[src/rtl/dtlv_pkg.sv]
// shared types, constants and the universal-form check for the der tlv header parser
`default_nettype none

package dtlv_pkg;

  localparam int unsigned MAX_TAG_OCTETS    = 4;
  localparam int unsigned MAX_LENGTH_OCTETS = 4;

  localparam int unsigned TagW      = 28;
  localparam int unsigned TagCntW   = 3;
  localparam int unsigned LenW      = 32;
  localparam int unsigned HdrW      = 4;
  localparam int unsigned LenLeftW  = $clog2(MAX_LENGTH_OCTETS + 1);

  localparam logic [7:0] HIGH_TAG_MARK   = 8'h1f;
  localparam logic [7:0] MORE_BIT        = 8'h80;
  localparam logic [7:0] INDEFINITE_LEN  = 8'h80;

  // universal tags with a fixed form
  localparam logic [TagW-1:0] UNIV_BOOLEAN     = 28'h01;
  localparam logic [TagW-1:0] UNIV_INTEGER     = 28'h02;
  localparam logic [TagW-1:0] UNIV_BIT_STRING  = 28'h03;
  localparam logic [TagW-1:0] UNIV_OCTET_STR   = 28'h04;
  localparam logic [TagW-1:0] UNIV_NULL        = 28'h05;
  localparam logic [TagW-1:0] UNIV_OID         = 28'h06;
  localparam logic [TagW-1:0] UNIV_SEQUENCE    = 28'h10;
  localparam logic [TagW-1:0] UNIV_SET         = 28'h11;
  localparam logic [TagW-1:0] UNIV_PRINTABLE   = 28'h13;
  localparam logic [TagW-1:0] UNIV_T61         = 28'h14;
  localparam logic [TagW-1:0] UNIV_IA5         = 28'h16;
  localparam logic [TagW-1:0] UNIV_UTC_TIME    = 28'h17;

  localparam logic [1:0] CLASS_UNIVERSAL = 2'd0;

  typedef enum logic [2:0] {
    ST_OK      = 3'd0,
    ST_FORMAT  = 3'd1,
    ST_OVERRUN = 3'd2,
    ST_SHORT   = 3'd3,
    ST_LARGE   = 3'd4
  } status_e;

  typedef enum logic [2:0] {
    PH_IDLE      = 3'd0,
    PH_TAG_FIRST = 3'd1,
    PH_TAG_MORE  = 3'd2,
    PH_LEN_FIRST = 3'd3,
    PH_LEN_MORE  = 3'd4
  } phase_e;

  typedef struct packed {
    logic [7:0]      data_byte;
    logic            start_req;
    logic [LenW-1:0] available_length;
  } in_item_t;

  typedef struct packed {
    status_e         status;
    logic [1:0]      tag_class;
    logic            constructed;
    logic [TagW-1:0] tag_number;
    logic [HdrW-1:0] hdr_len;
    logic [LenW-1:0] body_len;
  } out_item_t;

  typedef struct packed {
    phase_e              phase;
    logic [1:0]          class_bits;
    logic                constructed_bit;
    logic [TagW-1:0]     tag_acc;
    logic [TagCntW-1:0]  tag_cnt;
    logic [LenW-1:0]     len_acc;
    logic [LenLeftW-1:0] len_left;
    logic [HdrW-1:0]     consumed;
    logic [LenW-1:0]     avail;
  } dec_state_t;

  // true when a universal tag carries the wrong primitive/constructed form
  function automatic logic bad_universal_form(logic [1:0] cls, logic cons,
                                              logic [TagW-1:0] tag);
    logic bad;
    bad = 1'b0;
    if (cls == CLASS_UNIVERSAL) begin
      case (tag)
        UNIV_BOOLEAN, UNIV_INTEGER, UNIV_BIT_STRING, UNIV_OCTET_STR,
        UNIV_NULL, UNIV_OID, UNIV_PRINTABLE, UNIV_T61, UNIV_IA5,
        UNIV_UTC_TIME: bad = cons;
        UNIV_SEQUENCE, UNIV_SET: bad = !cons;
        default: bad = 1'b0;
      endcase
    end
    return bad;
  endfunction

endpackage

`default_nettype wire

[src/rtl/dtlv_decode.sv]
// per-byte header decode: state registers and the combinational step
`default_nettype none

module dtlv_decode (
  input  wire                 clk_i,
  input  wire                 rst_ni,
  input  wire                 fire_i,
  input  dtlv_pkg::in_item_t  item_i,
  output logic                res_valid_o,
  output dtlv_pkg::out_item_t res_o
);
  import dtlv_pkg::*;

  localparam logic [TagCntW:0] MaxTagOcts = (TagCntW + 1)'(MAX_TAG_OCTETS);
  localparam logic [6:0]       MaxLenOcts = 7'(MAX_LENGTH_OCTETS);

  dec_state_t st_q, st_d;

  logic [7:0]      b;
  logic [HdrW-1:0] consumed_inc;
  logic [TagW-1:0] tag_next;
  logic [LenW-1:0] len_next;
  logic [LenW-1:0] body_cand;
  logic            fits;
  logic            err;
  status_e         err_code;
  logic            done_ok;

  assign b            = item_i.data_byte;
  assign consumed_inc = st_q.consumed + 1'b1;
  assign tag_next     = {st_q.tag_acc[TagW-8:0], b[6:0]};
  assign len_next     = {st_q.len_acc[LenW-9:0], b};
  assign body_cand    = (st_q.phase == PH_LEN_FIRST) ? {25'd0, b[6:0]} : len_next;
  assign fits = ({29'd0, consumed_inc} + {1'b0, body_cand}) <= {1'b0, st_q.avail};

  always_comb begin
    st_d     = st_q;
    err      = 1'b0;
    err_code = ST_OK;
    done_ok  = 1'b0;
    if (item_i.start_req) begin
      st_d.avail           = item_i.available_length;
      st_d.class_bits      = b[7:6];
      st_d.constructed_bit = b[5];
      st_d.tag_acc         = {23'd0, b[4:0]};
      st_d.tag_cnt         = '0;
      st_d.len_acc         = '0;
      st_d.len_left        = '0;
      st_d.consumed        = HdrW'(1);
      if (item_i.available_length < 32'd2) begin
        err      = 1'b1;
        err_code = ST_SHORT;
      end else if (b[4:0] == HIGH_TAG_MARK[4:0]) begin
        st_d.tag_acc = '0;
        st_d.phase   = PH_TAG_FIRST;
      end else if (bad_universal_form(b[7:6], b[5], {23'd0, b[4:0]})) begin
        err      = 1'b1;
        err_code = ST_FORMAT;
      end else begin
        st_d.phase = PH_LEN_FIRST;
      end
    end else if (st_q.phase != PH_IDLE) begin
      if ({28'd0, st_q.consumed} >= st_q.avail) begin
        err      = 1'b1;
        err_code = ST_OVERRUN;
      end else begin
        case (st_q.phase)
          PH_TAG_FIRST, PH_TAG_MORE: begin
            if (st_q.phase == PH_TAG_FIRST && b < HIGH_TAG_MARK) begin
              err      = 1'b1;
              err_code = ST_FORMAT;
            end else if (st_q.tag_acc == '0 && b == MORE_BIT) begin
              err      = 1'b1;
              err_code = ST_FORMAT;
            end else if ({1'b0, st_q.tag_cnt} >= MaxTagOcts ||
                         st_q.tag_acc[TagW-1:TagW-7] != '0) begin
              err      = 1'b1;
              err_code = ST_LARGE;
            end else begin
              st_d.tag_acc  = tag_next;
              st_d.tag_cnt  = st_q.tag_cnt + 1'b1;
              st_d.consumed = consumed_inc;
              if (b[7]) begin
                st_d.phase = PH_TAG_MORE;
              end else if (bad_universal_form(st_q.class_bits, st_q.constructed_bit,
                                              tag_next)) begin
                err      = 1'b1;
                err_code = ST_FORMAT;
              end else begin
                st_d.phase = PH_LEN_FIRST;
              end
            end
          end
          PH_LEN_FIRST: begin
            st_d.consumed = consumed_inc;
            if (b == INDEFINITE_LEN) begin
              err      = 1'b1;
              err_code = ST_FORMAT;
            end else if (!b[7]) begin
              done_ok = 1'b1;
            end else if (b[6:0] > MaxLenOcts) begin
              err      = 1'b1;
              err_code = ST_LARGE;
            end else begin
              st_d.len_left = b[LenLeftW-1:0];
              st_d.len_acc  = '0;
              st_d.phase    = PH_LEN_MORE;
            end
          end
          PH_LEN_MORE: begin
            if (st_q.len_acc == '0 && b == 8'd0) begin
              err      = 1'b1;
              err_code = ST_FORMAT;
            end else if (st_q.len_acc[LenW-1:LenW-8] != '0) begin
              err      = 1'b1;
              err_code = ST_LARGE;
            end else begin
              st_d.len_acc  = len_next;
              st_d.consumed = consumed_inc;
              st_d.len_left = st_q.len_left - 1'b1;
              if (st_d.len_left == '0) begin
                if (len_next < 32'h80) begin
                  err      = 1'b1;
                  err_code = ST_FORMAT;
                end else begin
                  done_ok = 1'b1;
                end
              end
            end
          end
          default: st_d.phase = PH_IDLE;
        endcase
      end
    end
    // a header whose length plus body does not fit the available bytes is an overrun
    if (done_ok && !fits) begin
      done_ok  = 1'b0;
      err      = 1'b1;
      err_code = ST_OVERRUN;
    end
    if (err || done_ok) begin
      st_d.phase = PH_IDLE;
    end
  end

  always_comb begin
    res_valid_o = err || done_ok;
    res_o       = '0;
    if (err) begin
      res_o.status = err_code;
    end else if (done_ok) begin
      res_o.status      = ST_OK;
      res_o.tag_class   = st_q.class_bits;
      res_o.constructed = st_q.constructed_bit;
      res_o.tag_number  = st_q.tag_acc;
      res_o.hdr_len     = consumed_inc;
      res_o.body_len    = body_cand;
    end
  end

  always_ff @(posedge clk_i or negedge rst_ni) begin
    if (!rst_ni) begin
      st_q <= '{phase: PH_IDLE, default: '0};
    end else if (fire_i) begin
      st_q <= st_d;
    end
  end

  a_err_fields_zero: assert property (@(posedge clk_i) disable iff (!rst_ni)
    (res_valid_o && res_o.status != ST_OK) |->
      (res_o.tag_number == '0 && res_o.body_len == '0 && res_o.hdr_len == '0))
    else $error("error item carries decoded fields");

  a_ok_header_len: assert property (@(posedge clk_i) disable iff (!rst_ni)
    (res_valid_o && res_o.status == ST_OK) |->
      (res_o.hdr_len >= HdrW'(2) && res_o.hdr_len <= HdrW'(10)))
    else $error("header length out of range");

  a_result_to_idle: assert property (@(posedge clk_i) disable iff (!rst_ni)
    (fire_i && res_valid_o) |=> (st_q.phase == PH_IDLE))
    else $error("decoder not idle after a result");

endmodule

`default_nettype wire

[src/rtl/dtlv_out_buf.sv]
// two-entry result buffer: output register plus skid stage
`default_nettype none

module dtlv_out_buf (
  input  wire                 clk_i,
  input  wire                 rst_ni,
  input  wire                 push_i,
  input  dtlv_pkg::out_item_t item_i,
  output logic                full_o,
  output logic                out_valid_o,
  input  wire                 out_stall_i,
  output dtlv_pkg::out_item_t out_item_o
);
  import dtlv_pkg::*;

  logic      out_valid_q, out_valid_d;
  logic      skid_valid_q, skid_valid_d;
  out_item_t out_q, out_d;
  out_item_t skid_q, skid_d;
  logic      pop;

  assign pop = out_valid_q && !out_stall_i;

  always_comb begin
    out_valid_d  = out_valid_q;
    skid_valid_d = skid_valid_q;
    out_d        = out_q;
    skid_d       = skid_q;
    if (pop) begin
      if (skid_valid_q) begin
        out_d        = skid_q;
        skid_valid_d = push_i;
        skid_d       = item_i;
      end else begin
        out_valid_d = push_i;
        out_d       = item_i;
      end
    end else if (push_i) begin
      if (!out_valid_q) begin
        out_valid_d = 1'b1;
        out_d       = item_i;
      end else begin
        skid_valid_d = 1'b1;
        skid_d       = item_i;
      end
    end
  end

  always_ff @(posedge clk_i or negedge rst_ni) begin
    if (!rst_ni) begin
      out_valid_q  <= 1'b0;
      skid_valid_q <= 1'b0;
    end else begin
      out_valid_q  <= out_valid_d;
      skid_valid_q <= skid_valid_d;
    end
  end

  always_ff @(posedge clk_i) begin
    out_q  <= out_d;
    skid_q <= skid_d;
  end

  assign full_o      = skid_valid_q;
  assign out_valid_o = out_valid_q;
  assign out_item_o  = out_q;

  a_skid_needs_out: assert property (@(posedge clk_i) disable iff (!rst_ni)
    skid_valid_q |-> out_valid_q)
    else $error("skid entry held without an output entry");

  a_no_push_when_full: assert property (@(posedge clk_i) disable iff (!rst_ni)
    (skid_valid_q && !pop) |-> !push_i)
    else $error("item pushed into a full buffer");

  a_stalled_push_skids: assert property (@(posedge clk_i) disable iff (!rst_ni)
    (push_i && out_valid_q && !pop) |=> skid_valid_q)
    else $error("item lost behind a stalled output");

endmodule

`default_nettype wire

[src/rtl/der_tlv_header_parser.sv]
// top level of the der tlv header parser
// Usage:
//   in channel: one byte of the header stream per item on in_item_i, with
//   start_req set on the identifier byte of each header; available_length
//   is taken from that start item. An item is taken at a clock edge where
//   in_valid_i is high and in_stall_o is low.
//   out channel: one item per finished or failed header, either the decoded fields (status ok)
//   or an error status with all other fields zero. Taken where out_valid_o
//   is high and out_stall_i is low.
// Result path: the result is decoded combinationally from the byte that completes the
//   header or shows it to be bad, then registered into the output register or the skid stage.
// Throughput: one byte per cycle while in_stall_o is low; the decode of each byte is a
//   shift-add and a few compares on the registered decoder state.
// Stall: results collect in an output register and a skid stage; in_stall_o
//   rises only once both hold an item, so bytes keep flowing while one
//   result waits.
// Reset: clears the decoder to idle and empties both result stages; bytes
//   without start_req are ignored until a start arrives.
`default_nettype none

module der_tlv_header_parser (
  input  wire                 clk_i,
  input  wire                 rst_ni,
  input  wire                 in_valid_i,
  output logic                in_stall_o,
  input  dtlv_pkg::in_item_t  in_item_i,
  output logic                out_valid_o,
  input  wire                 out_stall_i,
  output dtlv_pkg::out_item_t out_item_o
);
  import dtlv_pkg::*;

  logic      fire;
  logic      res_valid;
  out_item_t res;
  logic      buf_full;

  assign in_stall_o = buf_full;
  assign fire       = in_valid_i && !buf_full;

  dtlv_decode u_decode (
    .clk_i       (clk_i),
    .rst_ni      (rst_ni),
    .fire_i      (fire),
    .item_i      (in_item_i),
    .res_valid_o (res_valid),
    .res_o       (res)
  );

  dtlv_out_buf u_out_buf (
    .clk_i       (clk_i),
    .rst_ni      (rst_ni),
    .push_i      (fire && res_valid),
    .item_i      (res),
    .full_o      (buf_full),
    .out_valid_o (out_valid_o),
    .out_stall_i (out_stall_i),
    .out_item_o  (out_item_o)
  );

endmodule

`default_nettype wire

[config.mk]
export PLATFORM = sky130hd
export DESIGN_NAME = der_tlv_header_parser
export DESIGN_NICKNAME = d
export VERILOG_FILES = /design/src/rtl/dtlv_pkg.sv /design/src/rtl/dtlv_decode.sv /design/src/rtl/dtlv_out_buf.sv /design/src/rtl/der_tlv_header_parser.sv
export SDC_FILE = /design/constraint.sdc
export NUM_CORES = 1
export LEC_CHECK = 0
export BUFFER_PORTS_ARGS = -buffer_cell sky130_fd_sc_hd__buf_2
export CAP_MARGIN = 20
export CORE_MARGIN = 5
export CORE_UTILIZATION = 33
export DETAILED_ROUTE_END_ITERATION = 8
export PLACE_DENSITY = 0.46
export SYNTH_ARGS = -nofsm -noshare
export SYNTH_HDL_FRONTEND = slang
export SYNTH_SLANG_ARGS = --single-unit
[constraint.sdc]
create_clock -name clk_i -period 21.8 [get_ports clk_i]
set_input_delay 4.36 -clock clk_i [delete_from_list [all_inputs] [get_ports clk_i]]
set_output_delay 4.36 -clock clk_i [all_outputs]
set_load 0.01 [all_outputs]
==> impl_metrics.ini, run 1 <==
[run_status]
status = complete, no violations

[power]
p_leak_nw = 5.85
p_per_area_mw_per_mm2 = 98.6
ir_worst_vdd_v = 0.0000571

[routing]
dr.pass1.iters = 5
drtAntennaViolNets = 0
viasPerCell = 5.13
drcViolationCount = 0
drtIter0Drc = 660
num_vias = 9441
wire_per_inst_um = 19.8
drt-total-wl_um = 36500

[worst_setup_path]
cp.arrival_ns = 9.99
worst_setup_path_end_kind = flip-flop
crit_fanout = 64
crit_required_ns = 22.20
critPathKind = in -> reg
cp-start-kind = input pin

[floorplanning]
io_pins = 117
die_x_um = 206
initial_core_util_pct = 33.5
die_y_um = 206
rows = 71
core_area_sq_mm = 0.0378
die_area_sq_mm = 0.0423

[synthesis]
synth-seq-cells = 250
ys.flop_type = edfxtp_1
ys_types = 64
ys_warn_count = 0
syn-num-nets = 1327
seq_area_frac_synth_pct = 55.0
synth_edf_count = 140
postSynth.asyncResetShare_pct = 44.0
syn_inst = 1236
syn_avg_cell_area_sq_um = 10.2
netlist_area_sq_mm = 0.0126

[global_route]
grt_remaining_overflow = 0
grt_max_degree = 71
grt_pass1_wl_um = 56600
antenna_found_initial = 0
track_usage_pct = 17.0
first_global_vias = 9323

[layout]
finalNetCount = 1398
n_antenna_cell = 0
final_cell_mix = 241 x nand2_1, 140 x edfxtp_1, 118 x o21ai_0
syn_to_final_growth_pct = 15.4
fillers = 3813
final_common_cell = nand2_1
layout-drive-gt1-share_pct = 15.6

[timing]
maxSlewViolCount = 0
clock.fmax_mhz = 104
whs_ns = 0.480
period_needed_ns = 9.59
rsz0062_at_grt = no
slew-limit-headroom_pct = 32.1
fin_tns_setup_ns = 0
final-setup-viol-count = 0
finClkSkew_ns = 0.0101
post-route-period-util_pct = 44.0
hold_violations = 0
tightest_slew_ns = 1.02

[placement]
place.gp.congestion = 0.851
dp_hpwl_um = 24700
port_buffers = 116

[clock_tree]
htreeDepth = 1
cts_tree = yes
clock_sinks = 250
clock_latency_ns = 0.54
cts_root_buf = clkbuf_16
cts_max_path_buffers = 3
postCtsSetupBuffers = 0
cts.reportedPaths.clkPinSlew_ns = 0.06
cts_resized = 0
cts_hold_buffers = 0
numCtsBuffers = 29

[min_path]
hp-class = reg -> reg

[job]
maxCapViolations = 0
[per-layer routing]
metal	share of wire, %	up-vias	global-route usage (%)
met5	0	-	0
met4	2.5	0	3.88
met3	3.2	53	2.14
met2	49	183	28.7
met1	46	4613	23.3
li1	-	4592	-
[flip-flops by register name (all words and copies together), names as in the netlist]
name,cells
u_decode.st_q,84
u_out_buf.out_item_o,70
u_out_buf.skid_q,70
u_decode.len_next,24
u_out_buf.full_o,1
u_out_buf.out_valid_o,1
[report_power, final]
group          switching, mW  total (mW)  internal, mW
sequential            0.0538       0.610         0.556
combinational          0.226       0.342         0.116
clock                  0.192       0.486         0.294
total                  0.472        1.44         0.967
[per-stage QoR]
stage	instance area [sq um]	util, %	setup slack (ns)	total power [mW]	cells
detailed placement	13600	36.1	11.75	0.965	1786
finish	14600	38.6	12.21	1.44	1841
CTS	14600	38.6	12.26	1.46	1840
global route	14600	38.6	11.79	1.52	1841
floorplan	12600	-	10.11	0.843	1236
global placement	13600	36.1	11.89	0.961	1786
[cell type report]
cell class                      count  area, sq um  share of cell area (%)
Sequential cell                   250         6960                    47.7
Multi-Input combinational cell    847         5150                    35.3
Clock buffer                       43          818                    5.61
Timing Repair Buffer              131          708                    4.85
Tap cell                          511          639                    4.38
Inverter                           48          180                    1.24
Clock inverter                     11          135                   0.926
[synth_stat cells (9+ instances only)]
| cell type | count | area share (%) |
|---|---|---|
| nor3_1 | 18 | 0.71 |
| and2_1 | 38 | 1.9 |
| a21oi_1 | 21 | 0.83 |
| edfxtp_1 | 140 | 33 |
| dfrtp_1 | 110 | 22 |
| nand2_1 | 241 | 7.2 |
| ha_1 | 45 | 4.5 |
| a32o_1 | 26 | 2.1 |
| inv_1 | 48 | 1.4 |
| nor2_1 | 58 | 1.7 |
| clkbuf_1 | 43 | 1.3 |
| buf_2 | 37 | 1.5 |
| and3_1 | 34 | 1.7 |
| a22o_1 | 22 | 1.5 |
| o31ai_1 | 9 | 0.53 |
| o21ai_0 | 119 | 4.7 |
| nand4_1 | 20 | 0.99 |
| nand3_1 | 27 | 1.1 |
| nor4_1 | 28 | 1.4 |
| xor2_1 | 26 | 1.8 |
[critical path: stages]
cell and delay (ns):
buf_2 0.26, ha_1 0.24, fa_1 0.21, a21o_1 0.12, a21oi_1 0.13, nor4_2 0.61, nand3_1 0.26, or2_2 0.36
xor2_1 0.14, nor2_1 0.11, ha_1 0.25, nand4_1 0.17, nor2_1 0.07, a222oi_1 0.31, nor4b_1 0.41, a21oi_1 0.20
a311oi_4 0.83, buf_4 0.63, a32o_1 0.27
[kinds of logic (layout without fill, tap and decap cells)]
kind of cell / after synthesis / count (layout) / share of synthesized area, %
mux: 4 / 4 / 0.347
buf+inv: 139 / 233 / 4.79
xor+xnor: 34 / 34 / 2.36
compound gates: 261 / 261 / 14.0
simple gates: 502 / 502 / 18.9
flops: 250 / 250 / 55.0
fa+ha+maj: 46 / 46 / 4.61
[path summary, 6_finish.rpt]
path | start | end | slack (ns) | cells past startpoint
setup reg to reg | u_decode.st_q[32] | u_out_buf.out_item_o[22] | 15.20 | 20
min in group asynchronous | rst_ni | u_decode.st_q[29] | 3.92 | 1
hold / removal | u_decode.st_q[68] | u_decode.st_q[68] | 0.48 | 2
hold reg to reg | u_decode.st_q[68] | u_decode.st_q[68] | 0.48 | 2
setup / recovery | in_item_i[33] | u_out_buf.out_item_o[22] | 12.21 | 19
max in group asynchronous | rst_ni | u_decode.st_q[79] | 16.69 | 2
(Power assumes the default switching activity.)
==> run 2: changes to the inputs <==
--- a/config.mk
+++ b/config.mk
@@ -5,6 +5,7 @@
 export SDC_FILE = /design/constraint.sdc
 export NUM_CORES = 1
 export LEC_CHECK = 0
+export ABC_AREA = 1
 export BUFFER_PORTS_ARGS = -buffer_cell sky130_fd_sc_hd__buf_2
 export CAP_MARGIN = 20
 export CORE_MARGIN = 5
==> constraint.sdc (replaced) <==
create_clock -name clk_i -period 9.3 [get_ports clk_i]
set_input_delay 1.86 -clock clk_i [delete_from_list [all_inputs] [get_ports clk_i]]
set_output_delay 1.86 -clock clk_i [all_outputs]
set_load 0.01 [all_outputs]
==> impl_metrics.ini, run 2 <==
[run_status]
status = complete, no violations

[worst_setup_path]
cp_slowest_stage_delay_ns = 0.59
worst_setup_path_end_kind = flip-flop
crit_slowest_cell = buf_4
r2r_start = u_decode.st_q[33]
regToRegSetupSlack_ns = 3.55
crit_fanout = 41
path_cells = buf_2 -> ha_1 -> fa_1 -> nand3_1 -> a21oi_2 -> nand2_1 -> nor2_1 -> nand3_1 -> nor2_2 -> nand3_2 -> nor3_2 -> nand3_1 -> nor2_1 -> xor2_1 -> inv_1 -> ha_1 -> nand4_1 -> nor4_1 -> nand3_1 -> nand2_2 -> buf_4 -> nand3_1 -> a21oi_1
critPathKind = in -> reg
cp.arrival_ns = 6.70
cp_common_cell = nand3_1
cp-start-kind = input pin
reg2reg_depth = 23
crit_required_ns = 9.69
r2r_end = u_out_buf.out_item_o[18]

[routing]
drtIter0Drc = 712
dr.pass1.iters = 5
num_vias = 10100
drt-total-wl_um = 36900
viasPerCell = 4.84
wire_per_inst_um = 17.7
drcViolationCount = 0
drtAntennaViolNets = 0

[clock_tree]
htreeDepth = 1
numCtsBuffers = 28
clock_sinks = 250
postCtsSetupBuffers = 0
clock_latency_ns = 0.55
cts_hold_buffers = 0
cts_max_path_buffers = 3
cts.reportedPaths.clkPinSlew_ns = 0.06
cts_resized = 0
cts_root_buf = clkbuf_16
cts_tree = yes

[synthesis]
synth_top_cells_by_area = edfxtp_1 32%, dfrtp_1 21%, inv_1 6.8%
ys_types = 43
syn_inst = 1446
ys.flop_type = edfxtp_1
syn-num-nets = 1537
synthTopCellsByCount = 241 x inv_1, 182 x nor2_1, 150 x nand2_1
postSynth.asyncResetShare_pct = 44.0
synth_xor_area_share_pct = 2.12
synth_mux_area_share_pct = 0
yosysTopAreaCell = edfxtp_1
ys_warn_count = 0
synth_top_cell_area_share_pct = 31.8
seq_area_frac_synth_pct = 52.6
synth-seq-cells = 250
synthSimpleGateAreaFrac_pct = 20.8
synth_edf_count = 140
syn_avg_cell_area_sq_um = 9.15
synth-compound-area-share_pct = 10.5
netlist_area_sq_mm = 0.0132
yosysMostFrequentCell = inv_1
synth_top_family_by_area = simple AND/OR/NAND/NOR gates
synth_adder_area_share_pct = 4.41

[timing]
finClkSkew_ns = 0.0196
rsz0062_at_grt = no
slew-limit-headroom_pct = 35.2
clock.fmax_mhz = 159
final-setup-viol-count = 0
fin_tns_setup_ns = 0
tightest_slew_ns = 0.972
period_needed_ns = 6.30
post-route-period-util_pct = 67.8
hold_violations = 0
maxSlewViolCount = 0

[placement]
placedCellCount = 2036
port_buffers = 116
place.gp.congestion = 0.863
dp_hpwl_um = 26800

[floorplanning]
rows = 73
die_area_sq_mm = 0.0442
core_area_sq_mm = 0.0397
die_y_um = 210
initial_core_util_pct = 33.3
io_pins = 117
die_x_um = 210

[global_route]
track_usage_pct = 16.4
grt_pass1_wl_um = 57700
top_usage_layer = met2
grt_max_degree = 77
grt_remaining_overflow = 0
grtUsageMet2_pct = 26.7
met3_usage_pct = 2.28
antenna_found_initial = 2
first_global_vias = 9901
gr-usage-met1_pct = 23.1

[power]
ir_worst_vdd_v = 0.000142
p_leak_nw = 6.90
p_per_area_mw_per_mm2 = 238
totalPowerFinal_mw = 3.62

[layout]
utilization_pct = 38.4
final_common_cell = inv_1
syn_to_final_growth_pct = 15.3
layout-drive-gt1-share_pct = 17.4
final_cell_mix = 241 x inv_1, 180 x nor2_1, 150 x nand2_1
finalNetCount = 1632
largest_register = u_decode.st_q
instances_no_fill = 2089
fillers = 4093
largest_register_ffs = 84

[min_path]
holdPathEnd = u_decode.st_q[38]
hp-start = u_decode.st_q[38]
hp-class = reg -> reg
hold_path_depth = 1

[job]
maxCapViolations = 0
==> run 2: changes by cell type after synthesis, sizes merged, moves of 22 or more <==
cell   previous run  this run
o21ai           124       101
inv              48       245
nand2           241       153
a32o             26         0
nor2             59       190
a22o             22         0
a21oi            21       104
and2             39         0
and3             34         0
nand3            27       158
==> run 2: critical path: cells and delay by family <==
kind	cells	cell delay (ns)
AND/OR/NAND/NOR	14	2.72
XOR/XNOR	1	0.15
buffers and inverters	3	0.85
AO/OA/AOI/OAI	2	0.38
adder cells (fa/ha/maj)	3	0.72
==> run 2: layer usage <==
metal / wire (um) / share of wire, %
met5: 0 / 0
met4: 889 / 2.4
met3: 1620 / 4.4
met2: 17300 / 47
met1: 17100 / 46
==> run 2: how the worst max path moves through the flow <==
| stage | startpoint | endpoint | slack (ns) |
|---|---|---|---|
| floorplan | in_item_i[38] | u_out_buf.out_item_o[0] | 0.55 |
| global placement | in_item_i[35] | u_out_buf.out_item_o[20] | 2.60 |
| detailed placement | in_item_i[33] | u_out_buf.out_item_o[18] | 2.45 |
| CTS | in_item_i[33] | u_out_buf.out_item_o[18] | 3.01 |
| global route | in_item_i[33] | u_out_buf.out_item_o[32] | 2.46 |
| finish | in_item_i[33] | u_out_buf.out_item_o[18] | 3.00 |
==> run 2: area by class of cell <==
cell class / instances / area, sq um / area share (%)
Antenna cell: 1 / 2.50 / 0.0164
Clock buffer: 40 / 837 / 5.49
Clock inverter: 12 / 168 / 1.10
Inverter: 247 / 930 / 6.09
Multi-Input combinational cell: 888 / 5050 / 33.1
Sequential cell: 250 / 6960 / 45.6
Tap cell: 525 / 657 / 4.31
Timing Repair Buffer: 126 / 658 / 4.31
==> run 2: cell families after synthesis <==
logic type,Yosys count
buf+inv,308
compound gates,241
fa+ha+maj,46
simple gates,569
flops,250
xor+xnor,32
==> run 2: power by group <==
part	internal, mW	switching, mW
combinational	0.289	0.667
clock	0.735	0.456
sequential	1.38	0.100
total	2.40	1.22
==> run 2: metrics by stage <==
stage          setup slack [ns]  area [sq um]  hold slack, ns
2_1_floorplan             0.552         13200           0.463
3_3_place_gp               2.60         14200           0.491
3_5_place_dp               2.45         14200           0.501
4_1_cts                    3.01         15300           0.516
5_1_grt                    2.46         15300           0.526
6_report                   3.00         15300           0.512
==> run 3: changes to the inputs <==
--- a/config.mk
+++ b/config.mk
@@ -5,7 +5,7 @@
 export SDC_FILE = /design/constraint.sdc
 export NUM_CORES = 1
 export LEC_CHECK = 0
-export ABC_AREA = 1
+export ABC_AREA = 0
 export BUFFER_PORTS_ARGS = -buffer_cell sky130_fd_sc_hd__buf_2
 export CAP_MARGIN = 20
 export CORE_MARGIN = 5
==> constraint.sdc (replaced) <==
create_clock -name clk_i -period 5.86 [get_ports clk_i]
set_input_delay 1.172 -clock clk_i [delete_from_list [all_inputs] [get_ports clk_i]]
set_output_delay 1.172 -clock clk_i [all_outputs]
set_load 0.01 [all_outputs]
==> impl_metrics.ini, run 3 (synthesized netlist as in run 1, its figures left out) <==
[layout]
final_cell_mix = 241 x nand2_1, 140 x edfxtp_1, 118 x o21ai_0
instances_no_fill = 1855
largest_register = u_decode.st_q
n_antenna_cell = 0
fillers = 3781
final_common_cell = nand2_1
largest_register_ffs = 84
layout-drive-gt1-share_pct = 16.5
finalNetCount = 1413
syn_to_final_growth_pct = 16.0

[min_path]
hp-class = reg -> reg
hp-start = u_decode.st_q[37]

[floorplanning]
rows = 71
io_pins = 117
initial_core_util_pct = 33.5
die_x_um = 206
die_area_sq_mm = 0.0423
die_y_um = 206
core_area_sq_mm = 0.0378

[clock_tree]
clock_latency_ns = 0.54
clock_sinks = 250
cts_root_buf = clkbuf_16
cts.reportedPaths.clkPinSlew_ns = 0.06
numCtsBuffers = 28
cts_tree = yes
cts_max_path_buffers = 3
htreeDepth = 1

[global_route]
grtUsageMet2_pct = 29.1
track_usage_pct = 16.9
met3_usage_pct = 2.17
first_global_vias = 9482
antenna_found_initial = 0
grt_remaining_overflow = 0
top_usage_layer = met2
grt_pass1_wl_um = 56700
gr-usage-met1_pct = 23.0
grt_max_degree = 84

[power]
intPower_mw = 3.49
p_switching_mw = 1.74
p_leak_nw = 5.89
p_comb_share_pct = 25.1
sequentialPowerShare_pct = 43.2
clock_power_share_pct = 31.7
p_sw_share_pct = 33.3
totalPowerFinal_mw = 5.23
ir_worst_vdd_v = 0.000213
p_per_area_mw_per_mm2 = 357

[worst_setup_path]
worst_setup_path_end_kind = flip-flop
crit_required_ns = 6.14
crit_path_start = u_decode.st_q[32]
cp.arrival_ns = 5.67
regToRegSetupSlack_ns = 0.48
critPathKind = reg -> reg
r2r_start = u_decode.st_q[32]
crit_fanout = 31
cp-start-kind = flip-flop

[placement]
dp_hpwl_um = 25000
placedCellCount = 1803
place.gp.congestion = 0.927
port_buffers = 116

[timing]
tightest_slew_ns = 0.974
hold_violations = 0
slew-limit-headroom_pct = 35.0
finClkSkew_ns = 0.0172
post-route-period-util_pct = 91.9
period_needed_ns = 5.38
final-setup-viol-count = 0
fin_tns_setup_ns = 0
rsz0062_at_grt = no
maxSlewViolCount = 0
clock.fmax_mhz = 186

[run_status]
status = complete, no violations

[routing]
drt-total-wl_um = 36400
wire_per_inst_um = 19.6
num_vias = 9475
drtIter0Drc = 525
viasPerCell = 5.11
dr.pass1.iters = 5
drtAntennaViolNets = 0
drcViolationCount = 0

[job]
maxCapViolations = 0
run 3: cell types whose count changed in the layout (fill, tap and decap cells not counted), sizes merged, moves of 21 or more:
cell | before | now
nand2 | 153 | 241
o21ai | 101 | 124
a21oi | 104 | 21
nor2 | 190 | 59
nand3 | 158 | 27
and3 | 0 | 34
a22o | 0 | 22
and2 | 0 | 39
inv | 246 | 48
a32o | 0 | 26
buf | 126 | 147
run 3: layer usage:
metal	wire length, um	part of all wire [%]
met5	0	0
met3	1360	3.7
met4	713	2.0
met2	17800	49
met1	16500	45
run 3: final timing paths:
check,to,cells after the start
max in group asynchronous,u_decode.st_q[96],2
max,u_out_buf.out_item_o[44],19
min reg2reg,u_decode.st_q[37],2
min,u_decode.st_q[37],2
max reg2reg,u_out_buf.out_item_o[44],19
min in group asynchronous,u_decode.st_q[69],1
run 3: power by group through the flow:
stage	clock network (mW)	logic, mW	registers [mW]
floorplan	0	0.872	2.25
global placement	0	1.32	2.30
detailed placement	0	1.33	2.30
CTS	1.72	1.33	2.27
global route	1.79	1.48	2.29
finish	1.66	1.32	2.26
run 3: what timing repair did:
item                                    CTS  global route
setup buffers                             0             0
gates resized for setup                   0             1
hold endpoints to repair                  0             0
endpoints found under the setup margin    0            59
hold buffers                              0             0
run 3: per-stage QoR:
stage / setup WS [ns] / utilization, % / hold WS, ns / cell area (sq um)
4_1_cts: 0.291 / 38.8 / 0.483 / 14700
3_3_place_gp: 0.240 / 36.5 / 0.464 / 13800
5_1_grt: 0.0280 / 38.8 / 0.519 / 14700
3_5_place_dp: 0.0613 / 36.5 / 0.470 / 13800
6_report: 0.476 / 38.8 / 0.478 / 14700
2_1_floorplan: 0.837 / - / 0.449 / 12700
run 3: cell type report:
cell class | instances | area (sq um) | share of cell area [%]
flip-flops and latches | 250 | 6960 | 47.4
multi-input cells | 847 | 5160 | 35.2
well taps | 511 | 639 | 4.36
clock buffers | 42 | 783 | 5.34
repair buffers | 147 | 866 | 5.90
inverters | 48 | 180 | 1.23
clock inverters | 10 | 83.8 | 0.572
run 3: worst max-delay path: stages, from the launching register on:
cell and delay (ns):
dfrtp_1 0.44, ha_1 0.25, xnor2_1 0.28, inv_1 0.10
ha_1 0.34, a21o_1 0.13, a21oi_1 0.11, nor4_2 0.44
nand3_1 0.22, or2_2 0.35, xor2_1 0.15, nor2_1 0.06
ha_1 0.31, nand4_1 0.17, nor4_1 0.48, o31ai_1 0.21
a21oi_1 0.33, a311o_2 0.39, buf_12 0.22, o21ai_0 0.12
